**src/hw/rtl/rclfr_pkg.sv**
```systemverilog
// Shared types, constants and the CRC-8 step function for the RC link frame receiver.
// Used by the parser front end, the result queue, the back end and the top level.
package rclfr_pkg;

  localparam int unsigned MaxFrameBytesDef = 64;

  localparam logic [7:0] SyncAddrARst = 8'hC8;
  localparam logic [7:0] SyncAddrBRst = 8'hEA;
  localparam logic [5:0] MinLenRst    = 6'd2;
  localparam logic [5:0] MaxLenRst    = 6'd60;

  // Lengths outside these hard bounds are rejected whatever the registers say.
  localparam logic [7:0] LenFloor     = 8'd2;
  localparam int unsigned LenCeilInt  = 62;

  localparam logic [7:0] RcType       = 8'h16;
  localparam logic [5:0] RcMinLen     = 6'd24;
  localparam logic [7:0] CrcPoly      = 8'hD5;

  localparam int unsigned NumCh       = 8;
  localparam int unsigned ChW         = 11;
  localparam int unsigned ShadowBytes = 11;
  localparam int unsigned QueueDepth  = 2;

  typedef enum logic [1:0] {
    CFG_SYNC_A  = 2'd0,
    CFG_SYNC_B  = 2'd1,
    CFG_MIN_LEN = 2'd2,
    CFG_MAX_LEN = 2'd3
  } cfg_idx_e;

  typedef enum logic [1:0] {
    ST_CHAN_UPD   = 2'd0,
    ST_GOOD_OTHER = 2'd1,
    ST_CRC_BAD    = 2'd2,
    ST_LEN_REJ    = 2'd3
  } status_e;

  typedef struct packed {
    logic [7:0] sync_a;
    logic [7:0] sync_b;
    logic [5:0] min_len;
    logic [5:0] max_len;
  } cfg_t;

  // One finished or rejected frame on its way from the parser to the back end.
  typedef struct packed {
    status_e                      status;
    logic [7:0]                   addr;
    logic [7:0]                   ftype;
    logic                         upd;
    logic [ShadowBytes*8-1:0]     payload;
  } ev_t;

  typedef struct packed {
    logic full;
    logic nonempty;
  } q_stat_t;

  // CRC-8, MSB first, one byte per call.
  function automatic logic [7:0] crc8_byte(input logic [7:0] crc, input logic [7:0] b);
    logic [7:0] v;
    v = crc ^ b;
    for (int i = 0; i < 8; i++) begin
      if (v[7]) begin
        v = (v << 1) ^ CrcPoly;
      end else begin
        v = v << 1;
      end
    end
    return v;
  endfunction

endpackage

```
**src/hw/rtl/rclfr_front.sv**
```systemverilog
// Parser front end: hunts for sync, checks the length, runs the CRC and captures fields.
// Pushes one event per finished or rejected frame into the result queue. Uses rclfr_pkg.
module rclfr_front import rclfr_pkg::*; #(
  parameter int unsigned MaxFrameBytes = MaxFrameBytesDef
) (
  input  logic       clk_i,
  input  logic       rst_ni,
  input  cfg_t       cfg_i,
  input  logic       in_valid_i,
  output logic       in_stall_o,
  input  logic       action_i,
  input  logic [7:0] rx_data_i,
  input  q_stat_t    q_stat_i,
  output logic       push_o,
  output ev_t        ev_o
);

  localparam int unsigned LenCapInt =
    (MaxFrameBytes - 2 < LenCeilInt) ? MaxFrameBytes - 2 : LenCeilInt;
  localparam logic [7:0] LenCap = 8'(LenCapInt);
  localparam int unsigned ShIdxW = $clog2(ShadowBytes);

  logic [5:0] pos_q, pos_d;
  logic [6:0] total_q, total_d;
  logic [7:0] crc_q, crc_d;
  logic [7:0] addr_q, addr_d;
  logic [5:0] len_q, len_d;
  logic [7:0] type_q, type_d;
  logic [ShadowBytes-1:0][7:0] shadow_q, shadow_d;

  logic       accept;
  logic [7:0] hi_len;
  logic [5:0] k;

  assign in_stall_o = q_stat_i.full;
  assign accept     = in_valid_i && !q_stat_i.full;
  assign hi_len     = ({2'b00, cfg_i.max_len} < LenCap) ? {2'b00, cfg_i.max_len} : LenCap;
  assign k          = pos_q - 6'd3;

  always_comb begin
    pos_d    = pos_q;
    total_d  = total_q;
    crc_d    = crc_q;
    addr_d   = addr_q;
    len_d    = len_q;
    type_d   = type_q;
    shadow_d = shadow_q;
    push_o   = 1'b0;
    ev_o.status  = ST_LEN_REJ;
    ev_o.addr    = addr_q;
    ev_o.ftype   = 8'h00;
    ev_o.upd     = 1'b0;
    ev_o.payload = shadow_q;

    if (accept) begin
      if (action_i) begin
        pos_d   = '0;
        total_d = '0;
      end else if (pos_q == 6'd0) begin
        if (rx_data_i == cfg_i.sync_a || rx_data_i == cfg_i.sync_b) begin
          addr_d = rx_data_i;
          pos_d  = 6'd1;
        end
      end else if (pos_q == 6'd1) begin
        if (rx_data_i < LenFloor || rx_data_i < {2'b00, cfg_i.min_len} || rx_data_i > hi_len) begin
          pos_d   = '0;
          total_d = '0;
          push_o  = 1'b1;
        end else begin
          len_d   = rx_data_i[5:0];
          total_d = 7'd2 + {1'b0, rx_data_i[5:0]};
          crc_d   = '0;
          pos_d   = 6'd2;
        end
      end else if ({1'b0, pos_q} + 7'd1 < total_q) begin
        if (pos_q == 6'd2) begin
          type_d = rx_data_i;
        end else if (k < 6'(ShadowBytes)) begin
          shadow_d[k[ShIdxW-1:0]] = rx_data_i;
        end
        crc_d = crc8_byte(crc_q, rx_data_i);
        pos_d = pos_q + 6'd1;
      end else begin
        // Last byte of the frame carries the CRC.
        push_o     = 1'b1;
        ev_o.ftype = type_q;
        if (crc_q == rx_data_i) begin
          if (type_q == RcType && len_q >= RcMinLen) begin
            ev_o.status = ST_CHAN_UPD;
            ev_o.upd    = 1'b1;
          end else begin
            ev_o.status = ST_GOOD_OTHER;
          end
        end else begin
          ev_o.status = ST_CRC_BAD;
        end
        pos_d   = '0;
        total_d = '0;
      end
    end
  end

  always_ff @(posedge clk_i or negedge rst_ni) begin
    if (!rst_ni) begin
      pos_q   <= '0;
      total_q <= '0;
      crc_q   <= '0;
      addr_q  <= '0;
      len_q   <= '0;
      type_q  <= '0;
    end else begin
      pos_q   <= pos_d;
      total_q <= total_d;
      crc_q   <= crc_d;
      addr_q  <= addr_d;
      len_q   <= len_d;
      type_q  <= type_d;
    end
  end

  // Payload bytes are only read after a full channel frame has rewritten them.
  always_ff @(posedge clk_i) begin
    shadow_q <= shadow_d;
  end

endmodule

```
**src/hw/rtl/rclfr_queue.sv**
```systemverilog
// Short FIFO of frame events between the parser front end and the back end.
// Register based; depth comes from rclfr_pkg.
module rclfr_queue import rclfr_pkg::*; (
  input  logic    clk_i,
  input  logic    rst_ni,
  input  logic    push_i,
  input  ev_t     ev_i,
  input  logic    pop_i,
  output ev_t     ev_o,
  output q_stat_t stat_o
);

  localparam int unsigned PtrW = (QueueDepth > 1) ? $clog2(QueueDepth) : 1;
  localparam int unsigned CntW = $clog2(QueueDepth + 1);

  ev_t [QueueDepth-1:0] mem_q;
  logic [PtrW-1:0] wr_q, rd_q;
  logic [CntW-1:0] cnt_q;

  function automatic logic [PtrW-1:0] ptr_inc(input logic [PtrW-1:0] p);
    return (p == PtrW'(QueueDepth - 1)) ? '0 : p + PtrW'(1);
  endfunction

  assign stat_o.full     = (cnt_q == CntW'(QueueDepth));
  assign stat_o.nonempty = (cnt_q != '0);
  assign ev_o            = mem_q[rd_q];

  always_ff @(posedge clk_i or negedge rst_ni) begin
    if (!rst_ni) begin
      wr_q  <= '0;
      rd_q  <= '0;
      cnt_q <= '0;
    end else begin
      if (push_i) begin
        wr_q <= ptr_inc(wr_q);
      end
      if (pop_i) begin
        rd_q <= ptr_inc(rd_q);
      end
      if (push_i && !pop_i) begin
        cnt_q <= cnt_q + CntW'(1);
      end else if (pop_i && !push_i) begin
        cnt_q <= cnt_q - CntW'(1);
      end
    end
  end

  always_ff @(posedge clk_i) begin
    if (push_i) begin
      mem_q[wr_q] <= ev_i;
    end
  end

endmodule

```
**src/hw/rtl/rclfr_back.sv**
```systemverilog
// Back end: applies frame events to the held channel registers and drives the result register.
// Takes events from rclfr_queue. Uses rclfr_pkg.
module rclfr_back import rclfr_pkg::*; (
  input  logic                      clk_i,
  input  logic                      rst_ni,
  input  ev_t                       ev_i,
  input  q_stat_t                   q_stat_i,
  output logic                      pop_o,
  output logic                      out_valid_o,
  input  logic                      out_stall_i,
  output status_e                   status_o,
  output logic [7:0]                frame_addr_o,
  output logic [7:0]                frame_type_o,
  output logic [NumCh-1:0][ChW-1:0] chan_o
);

  logic [NumCh-1:0][ChW-1:0] chan_q, chan_d;
  logic out_valid_q;
  status_e status_q;
  logic [7:0] addr_q, type_q;
  logic [NumCh-1:0][ChW-1:0] out_chan_q;

  // The result register is free when empty or when its transfer completes now.
  assign pop_o = q_stat_i.nonempty && (!out_valid_q || !out_stall_i);

  always_comb begin
    chan_d = chan_q;
    if (pop_o && ev_i.upd) begin
      for (int i = 0; i < NumCh; i++) begin
        chan_d[i] = ev_i.payload[i*ChW +: ChW];
      end
    end
  end

  always_ff @(posedge clk_i or negedge rst_ni) begin
    if (!rst_ni) begin
      chan_q      <= '0;
      out_valid_q <= 1'b0;
    end else begin
      chan_q <= chan_d;
      if (pop_o) begin
        out_valid_q <= 1'b1;
      end else if (!out_stall_i) begin
        out_valid_q <= 1'b0;
      end
    end
  end

  always_ff @(posedge clk_i) begin
    if (pop_o) begin
      status_q   <= ev_i.status;
      addr_q     <= ev_i.addr;
      type_q     <= ev_i.ftype;
      out_chan_q <= chan_d;
    end
  end

  assign out_valid_o  = out_valid_q;
  assign status_o     = status_q;
  assign frame_addr_o = addr_q;
  assign frame_type_o = type_q;
  assign chan_o       = out_chan_q;

endmodule

```
**src/hw/rtl/rc_link_frame_receiver_core.sv**
```systemverilog
// Top level of the RC link frame receiver: configuration registers, front end, queue, back end.
// Depends on rclfr_pkg, rclfr_front, rclfr_queue and rclfr_back.

// The receiver takes one received byte or line-error event per clock cycle unless stalled and
// reports every completed or length-rejected frame as one result carrying its status, address,
// type and the eight held channel values after that frame. The parser front end does the CRC and
// field capture as each byte is taken, so items flow back to back at one per cycle. Finished
// frames go through a two-entry event queue to a registered result stage; the input is stalled
// only while that queue is full, which happens only when the output side holds off results.
// Channel registers reset to zero; configuration must be written while no frame is in flight.
module rc_link_frame_receiver_core import rclfr_pkg::*; #(
  parameter int unsigned MaxFrameBytes = MaxFrameBytesDef
) (
  input  logic        clk_i,
  input  logic        rst_ni,
  input  logic        cfg_we_i,
  input  logic [1:0]  cfg_idx_i,
  input  logic [7:0]  cfg_wdata_i,
  input  logic        in_valid_i,
  output logic        in_stall_o,
  input  logic        action_i,
  input  logic [7:0]  rx_data_i,
  output logic        out_valid_o,
  input  logic        out_stall_i,
  output logic [1:0]  status_o,
  output logic [7:0]  frame_addr_o,
  output logic [7:0]  frame_type_o,
  output logic [10:0] chan0_o,
  output logic [10:0] chan1_o,
  output logic [10:0] chan2_o,
  output logic [10:0] chan3_o,
  output logic [10:0] chan4_o,
  output logic [10:0] chan5_o,
  output logic [10:0] chan6_o,
  output logic [10:0] chan7_o
);

  cfg_t    cfg_q;
  logic    q_push, q_pop;
  ev_t     ev_in, ev_out;
  q_stat_t q_stat;
  status_e status;
  logic [NumCh-1:0][ChW-1:0] chan;

  always_ff @(posedge clk_i or negedge rst_ni) begin
    if (!rst_ni) begin
      cfg_q.sync_a  <= SyncAddrARst;
      cfg_q.sync_b  <= SyncAddrBRst;
      cfg_q.min_len <= MinLenRst;
      cfg_q.max_len <= MaxLenRst;
    end else if (cfg_we_i) begin
      unique case (cfg_idx_e'(cfg_idx_i))
        CFG_SYNC_A:  cfg_q.sync_a  <= cfg_wdata_i;
        CFG_SYNC_B:  cfg_q.sync_b  <= cfg_wdata_i;
        CFG_MIN_LEN: cfg_q.min_len <= cfg_wdata_i[5:0];
        CFG_MAX_LEN: cfg_q.max_len <= cfg_wdata_i[5:0];
        default: ;
      endcase
    end
  end

  rclfr_front #(
    .MaxFrameBytes(MaxFrameBytes)
  ) u_front (
    .clk_i,
    .rst_ni,
    .cfg_i      (cfg_q),
    .in_valid_i,
    .in_stall_o,
    .action_i,
    .rx_data_i,
    .q_stat_i   (q_stat),
    .push_o     (q_push),
    .ev_o       (ev_in)
  );

  rclfr_queue u_queue (
    .clk_i,
    .rst_ni,
    .push_i (q_push),
    .ev_i   (ev_in),
    .pop_i  (q_pop),
    .ev_o   (ev_out),
    .stat_o (q_stat)
  );

  rclfr_back u_back (
    .clk_i,
    .rst_ni,
    .ev_i         (ev_out),
    .q_stat_i     (q_stat),
    .pop_o        (q_pop),
    .out_valid_o,
    .out_stall_i,
    .status_o     (status),
    .frame_addr_o,
    .frame_type_o,
    .chan_o       (chan)
  );

  assign status_o = status;
  assign chan0_o  = chan[0];
  assign chan1_o  = chan[1];
  assign chan2_o  = chan[2];
  assign chan3_o  = chan[3];
  assign chan4_o  = chan[4];
  assign chan5_o  = chan[5];
  assign chan6_o  = chan[6];
  assign chan7_o  = chan[7];

  // The front end never pushes into a full queue.
  a_no_overflow: assert property (@(posedge clk_i) disable iff (!rst_ni)
    q_push |-> !q_stat.full)
    else $error("event pushed into full queue");

  // The back end never takes from an empty queue.
  a_no_underflow: assert property (@(posedge clk_i) disable iff (!rst_ni)
    q_pop |-> q_stat.nonempty)
    else $error("event popped from empty queue");

  // A rejected length never reports a type byte.
  a_rej_type_zero: assert property (@(posedge clk_i) disable iff (!rst_ni)
    (out_valid_o && status == ST_LEN_REJ) |-> (frame_type_o == 8'h00))
    else $error("length reject carries nonzero type");

endmodule

```
**config.mk**
```make
export PLATFORM = sky130hd
export DESIGN_NAME = rc_link_frame_receiver_core
export DESIGN_NICKNAME = d
export VERILOG_FILES = /design/src/hw/rtl/rclfr_pkg.sv /design/src/hw/rtl/rclfr_front.sv /design/src/hw/rtl/rclfr_queue.sv /design/src/hw/rtl/rclfr_back.sv /design/src/hw/rtl/rc_link_frame_receiver_core.sv
export SDC_FILE = /design/constraint.sdc
export NUM_CORES = 1
export LEC_CHECK = 0
export ABC_AREA = 1
export BUFFER_PORTS_ARGS = -buffer_cell sky130_fd_sc_hd__buf_2
export CORE_ASPECT_RATIO = 1.2
export CORE_MARGIN = 4
export CORE_UTILIZATION = 45
export DETAILED_ROUTE_END_ITERATION = 8
export PLACE_DENSITY_LB_ADDON = 0.3
export SLEW_MARGIN = 30
export SYNTH_ARGS = -nofsm -noshare
export SYNTH_HDL_FRONTEND = slang
export SYNTH_SLANG_ARGS = --single-unit
```
**constraint.sdc**
```tcl
create_clock -name clk_i -period 8.4 [get_ports clk_i]
set_input_delay 1.68 -clock clk_i [delete_from_list [all_inputs] [get_ports clk_i]]
set_output_delay 1.68 -clock clk_i [all_outputs]
set_load 0.01 [all_outputs]
```
==> qor.txt, run 1 <==
Final Max Slew Viols -> 0
Worst-path fanout max -> 56
Antenna-violating nets left -> 0
Seq/Total Area, Yosys -> 76.05%
Setup bufs post-CTS -> 0
Number of synthesized flops with an enable pin -> 408
Post-Synth Simple-Gate Area -> 9.290%
Buffer depth of the longest clock path -> 3
Share of layout cells above drive strength 1 -> 19.47%
Crit-path max cell delay -> 0.63 ns
DRC -> 0
Vias per cell -> 4.944
Worst Tran Pin Value -> 0.9189 ns
# clock sinks -> 569
P_leak -> 9.603 nW
CTS Root Cell -> clkbuf_16
Vert. Die Dim -> 247.0 um
CP Cell Sequence -> buf_2 -> ha_1 -> a21oi_1 -> o21ai_0 -> nand3_1 -> nand2_1 -> nand3_2 -> nand3_1 -> nor2_4 -> buf_4
Complex-gate fraction of the synthesized area -> 4.134%
Die area -> 51,190 um^2
Worst Path Required -> 8.62 ns
Post-Synthesis Cells -> 1,499
RSZ-0062 raised after global routing -> no
Clock Latency Late Sink -> 0.60 ns
Most frequent cells in the layout -> edfxtp_1 (408), nand2_1 (231), dfrtp_1 (147), buf_2 (130), nor2_1 (121)
Crit path launch type -> input pin
Vias in the first global route -> 11,694
Largest area contributor in the netlist -> edfxtp_1
Crit. End Element -> flop
Period utilization -> 46.52%
Final hold vios -> 0
Post-synthesis mux area share -> 5.103%
Final setup viols -> 0
Syn nets -> 1,549
Routed WL per cell -> 18.06 um
Total number of vias -> 11,489
Layout area overhead -> 15.43%
Crit-path slowest cell -> buf_4
CTS clock-pin slew for the worst setup and hold paths -> 0.07 ns
GR Overflow Total -> 0
Initial antenna violation count -> 1
Area of the core -> 47,030 um^2
Number of max-cap violations -> 0
Mean area per synthesized cell -> 14.29 um^2
Total Power -> 8.724 mW
Adder-cell area share of the yosys netlist -> 1.518%
Top cell type's share of synthesized area -> 57.18%
CTS buffer count -> 53
Min Tclk post-route -> 3.908 ns
Post-Route Skew -> 0.01222 ns
CTS H-tree lvls -> 2
Setup Total Neg Slack -> 0 ns
Standard-cell rows -> 87
Pwr Density -> 352.7 nW/um^2
Post_cts resized -> 0
Slew Limit Headroom -> 38.52%
Initial core utilization -> 45.57%
Main combinational cell family by area after synthesis -> simple AND/OR/NAND/NOR gates
Synth async-reset ratio -> 28.30%
Critical path type -> input pin to flop
CTS tree -> done
Main synth FF type -> edfxtp_1
WL final -> 41.97 mm
Multi-input gate area -> 4499 um^2
DR iter-0 viols -> 569
Max IR drop VDD -> 0.2196 mV
Status -> finished clean
Commonest non-fill, non-tap cell in the layout -> edfxtp_1
First-pass GRT wire length -> 66.04 mm
Critical path's most frequent cell -> nand3_1
Port Buf Inserts -> 131
DP Wirelength -> 26.73 mm
Hold WC Path Type -> flop to flop
Die X -> 207.2 um
Register bit count reported by yosys -> 569
Nets -> 1,705
IO Count -> 132
Fill count -> 3,921
Data arrival, critical path -> 4.13 ns
Detailed Routing Iterations Pass 1 -> 4
XOR/XNOR Fraction of Synth Area -> 0.8583%
Gr usage total -> 16.44%
Top cells by area, synth -> edfxtp_1 (57%), dfrtp_1 (17%), mux2i_1 (4.2%)
Ys Warns -> 0
Synthesized area -> 21,430 um^2
Number of library cell types mapped by synthesis -> 43
Max Freq -> 0.2559 GHz
Routability cong. -> 0.8396
Hold_buf cts -> 0
Largest net degree at the start of global routing -> 155
Register area -> 16,300 um^2
## area by class of cell
| class | instances | area share (%) |
|---|---|---|
| diodes | 1 | 0.01012 |
| clock buffers | 72 | 6.444 |
| clock inverters | 28 | 1.356 |
| inverters | 110 | 1.690 |
| multi-input cells | 776 | 18.19 |
| flip-flops and latches | 569 | 65.90 |
| well taps | 623 | 3.151 |
| repair buffers | 145 | 3.258 |
## state kept, by name (all words and copies together), names as in the netlist, 7 cells and up
name / flops
u_front.type_q: 8
u_front.total_q: 7
u_back.frame_addr_o: 8
u_back.frame_type_o: 8
u_front.ev_o: 88
u_back.chan_o: 88
u_back.chan_q: 88
u_queue.mem_q: 214
cfg_q: 28
u_front.addr_q: 8
u_front.crc_q: 8
## kinds of logic after synthesis
logic type | count (synthesis)
and+or+nand+nor | 456
xor gates and xnor gates | 21
DFF | 569
adders and majority gates | 26
muxes | 107
AOI/OAI and AO/OA | 166
buffers and inverters | 154
## layer usage
| metal | wire length, um | GRT usage, % | part of all wire, % |
|---|---|---|---|
| met5 | 0 | 0 | 0 |
| met1 | 17300 | 20.48 | 41 |
| met4 | 1677 | 7.119 | 4.0 |
| met2 | 21290 | 28.51 | 51 |
| met3 | 1698 | 2.868 | 4.0 |
## path summary, 6_finish.rpt
| kind | slack [ns] | start | end | depth (start not counted) |
|---|---|---|---|---|
| max reg2reg | 4.79 | u_front.pos_q[0]$_DFFE_PN0P_ | u_front.ev_o[21]$_DFFE_PP_ | 14 |
| max in group asynchronous | 6.05 | rst_ni | u_queue.rd_q$_DFFE_PN0P_ | 2 |
| min | 0.44 | u_front.ev_o[29]$_DFFE_PP_ | u_queue.mem_q[29]$_DFFE_PP_ | 0 |
| min reg2reg | 0.44 | u_front.ev_o[29]$_DFFE_PP_ | u_queue.mem_q[29]$_DFFE_PP_ | 0 |
| max | 4.49 | rx_data_i[3] | u_queue.mem_q[102]$_DFFE_PP_ | 10 |
| min in group asynchronous | 1.15 | rst_ni | u_back.chan_q[19]$_DFF_PN0_ | 1 |
## power by group
part           total, mW  switching [mW]  internal, mW
registers           4.07           0.250          3.82
clock network       2.55            1.05          1.50
logic               2.10            1.38         0.717
## through the flow
step	area (um^2)	utilization (%)	hold WS, ns	setup slack [ns]	cells
after global routing	24730	52.59	0.4503	4.339	2323
after global placement	22770	48.41	0.4222	3.893	2222
after detailed placement	22800	48.48	0.4290	3.893	2223
after floorplan	21430	-	0.4215	0.6817	1499
after CTS	24730	52.58	0.4320	4.525	2323
final	24740	52.60	0.4364	4.492	2324
## cells in the mapped netlist (2+ instances only)
cell        n
buf_4       3
clkbuf_1    7
nor4_1      2
nor2_4      2
o21ai_1     5
inv_1      98
buf_2      24
dfrtp_1   148
nor3_1      6
mux2_2     18
o21a_1      2
nand3_4     3
nor2_1    123
o21ai_2    12
nand4_1    11
nand3_1    47
xor2_1      7
dfstp_2    13
buf_1       6
nand3_2     2
mux2i_1    89
inv_2      10
nand2_2    13
a21oi_1   102
nand2_1   231
nand2_4     2
edfxtp_1  408
o21ai_0    43
buf_6       4
ha_1       26
xnor2_1    14
or2_2       3
nor2_2      5
## worst max-delay path, delay by kind of cell
kind                       cells  cell delay (ns)
buffers and inverters          2             1.11
adders and majority gates      1             0.35
and+or+nand+nor                5             0.64
AOI/OAI and AO/OA              2             0.26
(Power assumes the default switching activity.)
==> run 2: changes to the inputs <==
clock period = 3.6 ns   (was 8.4 ns; I/O delays follow)
==> qor.txt, run 2 (synthesized netlist as in run 1, its figures left out) <==
Pwr Density -> 801.9 nW/um^2 (+130%)
Max Freq -> 0.3190 GHz
Initial core utilization -> 45.57% (unchanged)
Hold WC Path Type -> input pin to async pin
Vert. Die Dim -> 247.0 um (unchanged)
Crit path launch type -> flop
Fill count -> 3,934 (+0.33%)
R2R Path Start -> u_front.pos_q[1]$_DFFE_PN0P_
Slew Limit Headroom -> 40.49% (+2.0 points)
Post-Route Skew -> 0.01874 ns (+0.006518 ns)
Crit-path max cell delay -> 0.48 ns (-0.15 ns)
Share of layout cells above drive strength 1 -> 20.17% (+0.70 points)
Multi-input gate area -> 4562 um^2 (+1.4%)
Routability cong. -> 0.7984 (-4.9%)
WL final -> 40.86 mm (-2.6%)
Layout area overhead -> 16.23%
CTS clock-pin slew for the worst setup and hold paths -> 0.06 ns (about the same)
Standard-cell rows -> 87 (unchanged)
Final Max Slew Viols -> 0 (unchanged)
P_leak -> 9.664 nW (+0.64%)
Most flops, register -> u_queue.mem_q
Critical path's most frequent cell -> nand2_1
Largest net degree at the start of global routing -> 95 (-39%)
Area of the core -> 47,030 um^2 (unchanged)
Die X -> 207.2 um (unchanged)
Min Tclk post-route -> 3.135 ns
Clock Latency Late Sink -> 0.60 ns (about the same)
Worst Path Required -> 3.84 ns (-4.78 ns)
First-pass GRT wire length -> 64.20 mm (-2.8%)
Routed WL per cell -> 17.43 um (-3.5%)
Commonest non-fill, non-tap cell in the layout -> edfxtp_1
IO Count -> 132 (unchanged)
Max IR drop VDD -> 0.4606 mV (+110%)
Post_cts resized -> 0 (unchanged)
Nets -> 1,726 (+1.2%)
Vias per cell -> 4.875 (-1.4%)
Finished Layout Cells -> 2,344 (+0.86%)
Period utilization -> 87.07%
CP Cell Sequence -> ha_4 -> nand2_2 -> o21ai_1 -> nand2_1 -> inv_1 -> ha_1 -> a21oi_1 -> o21a_1 -> nand2_1 -> nor2_1 -> nand3_1 -> inv_2 -> nand2_1 -> nor2_1
Placed insts -> 2,245 (+0.99%)
Detailed Routing Iterations Pass 1 -> 5 (+1)
Worst setup margin -> 0.4653 ns (-4.027 ns)
Hold_buf cts -> 0 (unchanged)
Buffer depth of the longest clock path -> 3 (unchanged)
Register area -> 16,300 um^2 (about the same)
Worst hold slack -> 0.1395 ns (-0.2969 ns)
Most frequent cells in the layout -> edfxtp_1 (408), nand2_1 (229), dfrtp_1 (146), buf_2 (130), nor2_1 (122)
Status -> finished clean
CTS H-tree lvls -> 2 (unchanged)
Crit. End Element -> flop
Placed instance area -> 23,150 um^2 (+1.6%)
Die area -> 51,190 um^2 (unchanged)
GR Overflow Total -> 0 (unchanged)
Gr usage total -> 15.89% (-0.55 points)
Critical path type -> flop to flop
Worst-path fanout max -> 8 (-86%)
Critical Path Start -> u_front.pos_q[1]$_DFFE_PN0P_
Total Power -> 19.97 mW (+130%)
DRC -> 0 (unchanged)
Final Instance Area -> 24,910 um^2 (+0.69%)
Port Buf Inserts -> 131 (unchanged)
DP Wirelength -> 27.14 mm (+1.5%)
Final hold vios -> 0 (unchanged)
Vias in the first global route -> 11,332 (-3.1%)
Initial antenna violation count -> 1 (unchanged)
Crit-path slowest cell -> dfrtp_1
Dpl ws -> 0.4702 ns (-3.422 ns)
CTS buffer count -> 52 (-1.9%)
RSZ-0062 raised after global routing -> no
Worst Tran Pin Value -> 0.8868 ns (-0.03213 ns)
Total number of vias -> 11,427 (-0.54%)
CTS Root Cell -> clkbuf_16
Final setup viols -> 0 (unchanged)
CTS tree -> done
Number of max-cap violations -> 0 (unchanged)
Setup bufs post-CTS -> 0 (unchanged)
Data arrival, critical path -> 3.37 ns (-0.76 ns)
Antenna-violating nets left -> 0 (unchanged)
Max reg flops -> 214 (unchanged)
DR iter-0 viols -> 621 (+9.1%)
# clock sinks -> 569 (unchanged)
==> run 2: worst paths after layout <==
path                                                to  depth (start not counted)  slack (ns)
setup / recovery            u_front.ev_o[54]$_DFFE_PP_                         14        0.47
hold / removal             u_back.chan_q[21]$_DFF_PN0_                          1        0.14
setup reg to reg            u_front.ev_o[54]$_DFFE_PP_                         14        0.47
hold reg to reg            u_queue.mem_q[16]$_DFFE_PP_                          0        0.44
max in group asynchronous  u_back.chan_q[87]$_DFF_PN0_                          2        2.58
min in group clk_i               cfg_q[26]$_DFFE_PN1P_                          3        0.36
==> run 2: area by class of cell <==
class	instances	area share, %
Tap cell	623	3.130
Timing Repair Buffer	167	4.345
Multi-Input combinational cell	776	18.32
Inverter	110	1.708
Clock inverter	22	0.9997
Antenna cell	1	0.01005
Clock buffer	76	6.038
Sequential cell	569	65.45
==> run 2: critical path: cells and delay by family, from the launching register on <==
family	cells	cell delay [ns]
AO/OA/AOI/OAI	3	0.47
adder cells (fa/ha/maj)	2	0.44
flip-flops	1	0.48
buffers and inverters	2	0.19
AND/OR/NAND/NOR	7	1.19
==> run 2: where the power goes <==
group / switching, mW / total, mW / leakage (nW) / internal, mW
Clock: 2.34 / 5.55 / 0.852 / 3.21
Combinational: 3.25 / 5.02 / 3.29 / 1.77
Sequential: 0.497 / 9.41 / 5.52 / 8.91
==> run 2: metal layers <==
metal	part of all wire [%]	wire length [um]	GRT usage [%]	vias to the layer above
li1	-	-	-	5605
met1	43	17460	20.06	5583
met2	51	20920	28.11	173
met3	3.6	1462	2.868	66
met4	2.5	1025	5.018	0
met5	0	0	0	-
==> run 2: through the flow <==
| stage | utilization (%) | TNS, ns |
|---|---|---|
| after global placement | 49.23 | 0 |
| final | 52.96 | 0 |
| after CTS | 52.96 | 0 |
| after floorplan | - | -3.279 |
| after detailed placement | 49.23 | 0 |
| after global routing | 52.96 | 0 |
==> run 3: changes to the inputs <==
ABC_AREA = unset   (was 1)
CAP_MARGIN = 20   (was unset)
==> qor.txt, run 3 <==
Dpl ws -> 0.1272 ns (-0.3430 ns)
Die X -> 204.6 um (-1.3%)
Post-Synthesis Cells -> 1,218 (-19%)
Register bit count reported by yosys -> 569 (unchanged)
DP Wirelength -> 25.71 mm (-5.3%)
Antenna-violating nets left -> 0 (unchanged)
Routed WL per cell -> 19.08 um (+9.4%)
Commonest non-fill, non-tap cell in the layout -> edfxtp_1
Detailed Routing Iterations Pass 1 -> 5 (unchanged)
IO Count -> 132 (unchanged)
Clock Latency Late Sink -> 0.57 ns (-0.03 ns)
CTS H-tree lvls -> 2 (unchanged)
Number of synthesized flops with an enable pin -> 408 (unchanged)
Main synth FF type -> edfxtp_1
Most flops, register -> u_queue.mem_q
CTS clock-pin slew for the worst setup and hold paths -> 0.07 ns (about the same)
Crit path launch type -> flop
Port Buf Inserts -> 131 (unchanged)
Period utilization -> 91.41% (+4.3 points)
Worst Tran Pin Value -> 0.7374 ns (-0.1493 ns)
P_leak -> 9.090 nW (-5.9%)
Final core occ -> 52.74% (-0.23 points)
Hold WC Path Type -> input pin to async pin
Ys Warns -> 0 (unchanged)
Buffer depth of the longest clock path -> 3 (unchanged)
Final hold vios -> 0 (unchanged)
Top cells by area, synth -> edfxtp_1 (59%), dfrtp_1 (18%), mux2i_1 (4.4%)
Top-count cell post-synth -> edfxtp_1
Routability cong. -> 0.8581 (+7.5%)
Slew Limit Headroom -> 50.51% (+10 points)
Data arrival, critical path -> 3.55 ns (+0.18 ns)
Reg2reg end -> u_queue.mem_q[14]$_DFFE_PP_
Worst-path fanout max -> 27 (+19)
Syn nets -> 1,268 (-18%)
Vias per cell -> 5.019 (+2.9%)
Final Max Slew Viols -> 0 (unchanged)
Placed insts -> 1,949 (-13%)
Seq/Total Area, Yosys -> 78.12% (+2.1 points)
Share of layout cells above drive strength 1 -> 24.44% (+4.3 points)
Hold_buf cts -> 0 (unchanged)
Number of library cell types mapped by synthesis -> 57 (+33%)
RSZ-0062 raised after global routing -> no
Setup Total Neg Slack -> 0 ns (unchanged)
Gr usage total -> 15.68% (-0.21 points)
Largest net degree at the start of global routing -> 139 (+46%)
CTS Root Cell -> clkbuf_16
Worst setup margin -> 0.3093 ns (-0.1560 ns)
Top cell type's share of synthesized area -> 58.73% (+1.6 points)
CTS tree -> done
Post-Route Skew -> 0.01483 ns (-0.003910 ns)
Synth async-reset ratio -> 28.30% (unchanged)
Fill count -> 3,696 (-6.0%)
Die area -> 49,880 um^2 (-2.5%)
CTS buffer count -> 50 (-3.8%)
Total number of vias -> 10,268 (-10%)
Total Power -> 17.57 mW (-12%)
Worst reg-to-reg setup slack -> 0.31 ns (-0.16 ns)
Placed instance area -> 22,590 um^2 (-2.4%)
Final Instance Area -> 24,170 um^2 (-2.9%)
Most frequent cells in the layout -> edfxtp_1 (408), dfrtp_1 (144), buf_2 (130), nor2_1 (100), a21oi_1 (96)
Nets -> 1,436 (-17%)
Max IR drop VDD -> 0.5235 mV (+14%)
Mean area per synthesized cell -> 17.13 um^2 (+20%)
Status -> finished clean
DR iter-0 viols -> 703 (+13%)
Synth top cells by count -> edfxtp_1 (408), dfrtp_1 (148), nor2_1 (101)
R2R Path Start -> u_front.pos_q[0]$_DFFE_PN0P_
Area of the core -> 45,840 um^2 (-2.5%)
First-pass GRT wire length -> 61.22 mm (-4.6%)
Critical path type -> flop to flop
# clock sinks -> 569 (unchanged)
Worst r2r path cells -> 11 (-3)
Largest area contributor in the netlist -> edfxtp_1
Final setup viols -> 0 (unchanged)
Initial core utilization -> 45.51% (-0.057 points)
GR Overflow Total -> 0 (unchanged)
Max reg flops -> 214 (unchanged)
Worst hold slack -> 0.09957 ns (-0.03989 ns)
DRC -> 0 (unchanged)
Pwr Density -> 726.9 nW/um^2 (-9.3%)
Synthesized area -> 20,860 um^2 (-2.6%)
Vert. Die Dim -> 243.9 um (-1.3%)
Crit. End Element -> flop
Finished Layout Cells -> 2,046 (-13%)
Standard-cell rows -> 86 (-1.1%)
Worst Path Required -> 3.86 ns (+0.02 ns)
Layout area overhead -> 15.88%
WL final -> 39.03 mm (-4.5%)
Max Freq -> 0.3039 GHz (-4.7%)
Min Tclk post-route -> 3.291 ns (+0.1560 ns)
Initial antenna violation count -> 6 (+5)
Vias in the first global route -> 10,635 (-6.2%)
Number of max-cap violations -> 0 (unchanged)
[run 3: changes by cell type after synthesis, sizes merged, moves of 41 or more]
cell,previous run,this run
inv,109,26
o21ai,60,11
nand2,246,15
nand3,52,11
mux2,18,63
[run 3: cells by family after synthesis]
kind of cell / Yosys count / synth area share [%]
xor gates and xnor gates: 58 / 2.471
AOI/OAI and AO/OA: 149 / 4.282
buffers and inverters: 76 / 1.469
DFF: 569 / 78.12
and+or+nand+nor: 186 / 4.276
muxes: 154 / 7.821
adders and majority gates: 26 / 1.559
[run 3: repair_timing]
action | CTS | global route
setup endpoints to repair | 0 | 192
endpoints found under the hold margin | 0 | 0
buffers inserted | 0 | 1
gates resized for setup | 0 | 7
[run 3: metal layers]
layer,wire length [um],vias to the layer above,GRT usage [%]
met4,813,4,4.100
met5,24,-,0
met3,1816,59,3.022
li1,-,4864,-
met1,16800,5127,21.03
met2,19580,214,26.52
[run 3: how the worst max path moves through the flow]
stage                                             from  cells after the start                          end
after floorplan           u_front.pos_q[0]$_DFFE_PN0P_                     10   u_queue.mem_q[0]$_DFFE_PP_
after global placement    u_front.pos_q[2]$_DFFE_PN0P_                     10   u_front.ev_o[28]$_DFFE_PP_
after detailed placement  u_front.pos_q[2]$_DFFE_PN0P_                     10   u_front.ev_o[31]$_DFFE_PP_
after CTS                 u_front.pos_q[2]$_DFFE_PN0P_                     10   u_front.ev_o[24]$_DFFE_PP_
after global routing      u_front.pos_q[0]$_DFFE_PN0P_                     11  u_queue.mem_q[51]$_DFFE_PP_
final                     u_front.pos_q[0]$_DFFE_PN0P_                     11  u_queue.mem_q[14]$_DFFE_PP_
[run 3: report_power, final]
group          internal, mW  leakage, nW  switching, mW
logic                  1.43         2.69           2.06
registers              8.61         5.63          0.471
clock network          2.74        0.764           2.27
total                  12.8         9.09           4.80
[run 3: layout make-up]
cell class	instances	area, um^2	share of cell area [%]
Inverter	26	100.1	0.4141
Clock inverter	33	210.2	0.8695
Tap cell	616	770.7	3.188
Clock buffer	61	1343	5.554
Antenna cell	2	5.005	0.02070
Sequential cell	569	16300	67.44
Multi-Input combinational cell	573	4354	18.01
Timing Repair Buffer	166	1087	4.498
[run 3: worst max-delay path: stages, from the launching register on]
cell and delay, ns:
dfrtp_2 0.47, and2_1 0.30, nand4_1 0.15, xnor2_1 0.18
ha_1 0.34, o2111ai_2 0.13, o211ai_1 0.35, nand3_1 0.21
nor2b_2 0.28, nor2b_4 0.22, buf_12 0.13, buf_12 0.19
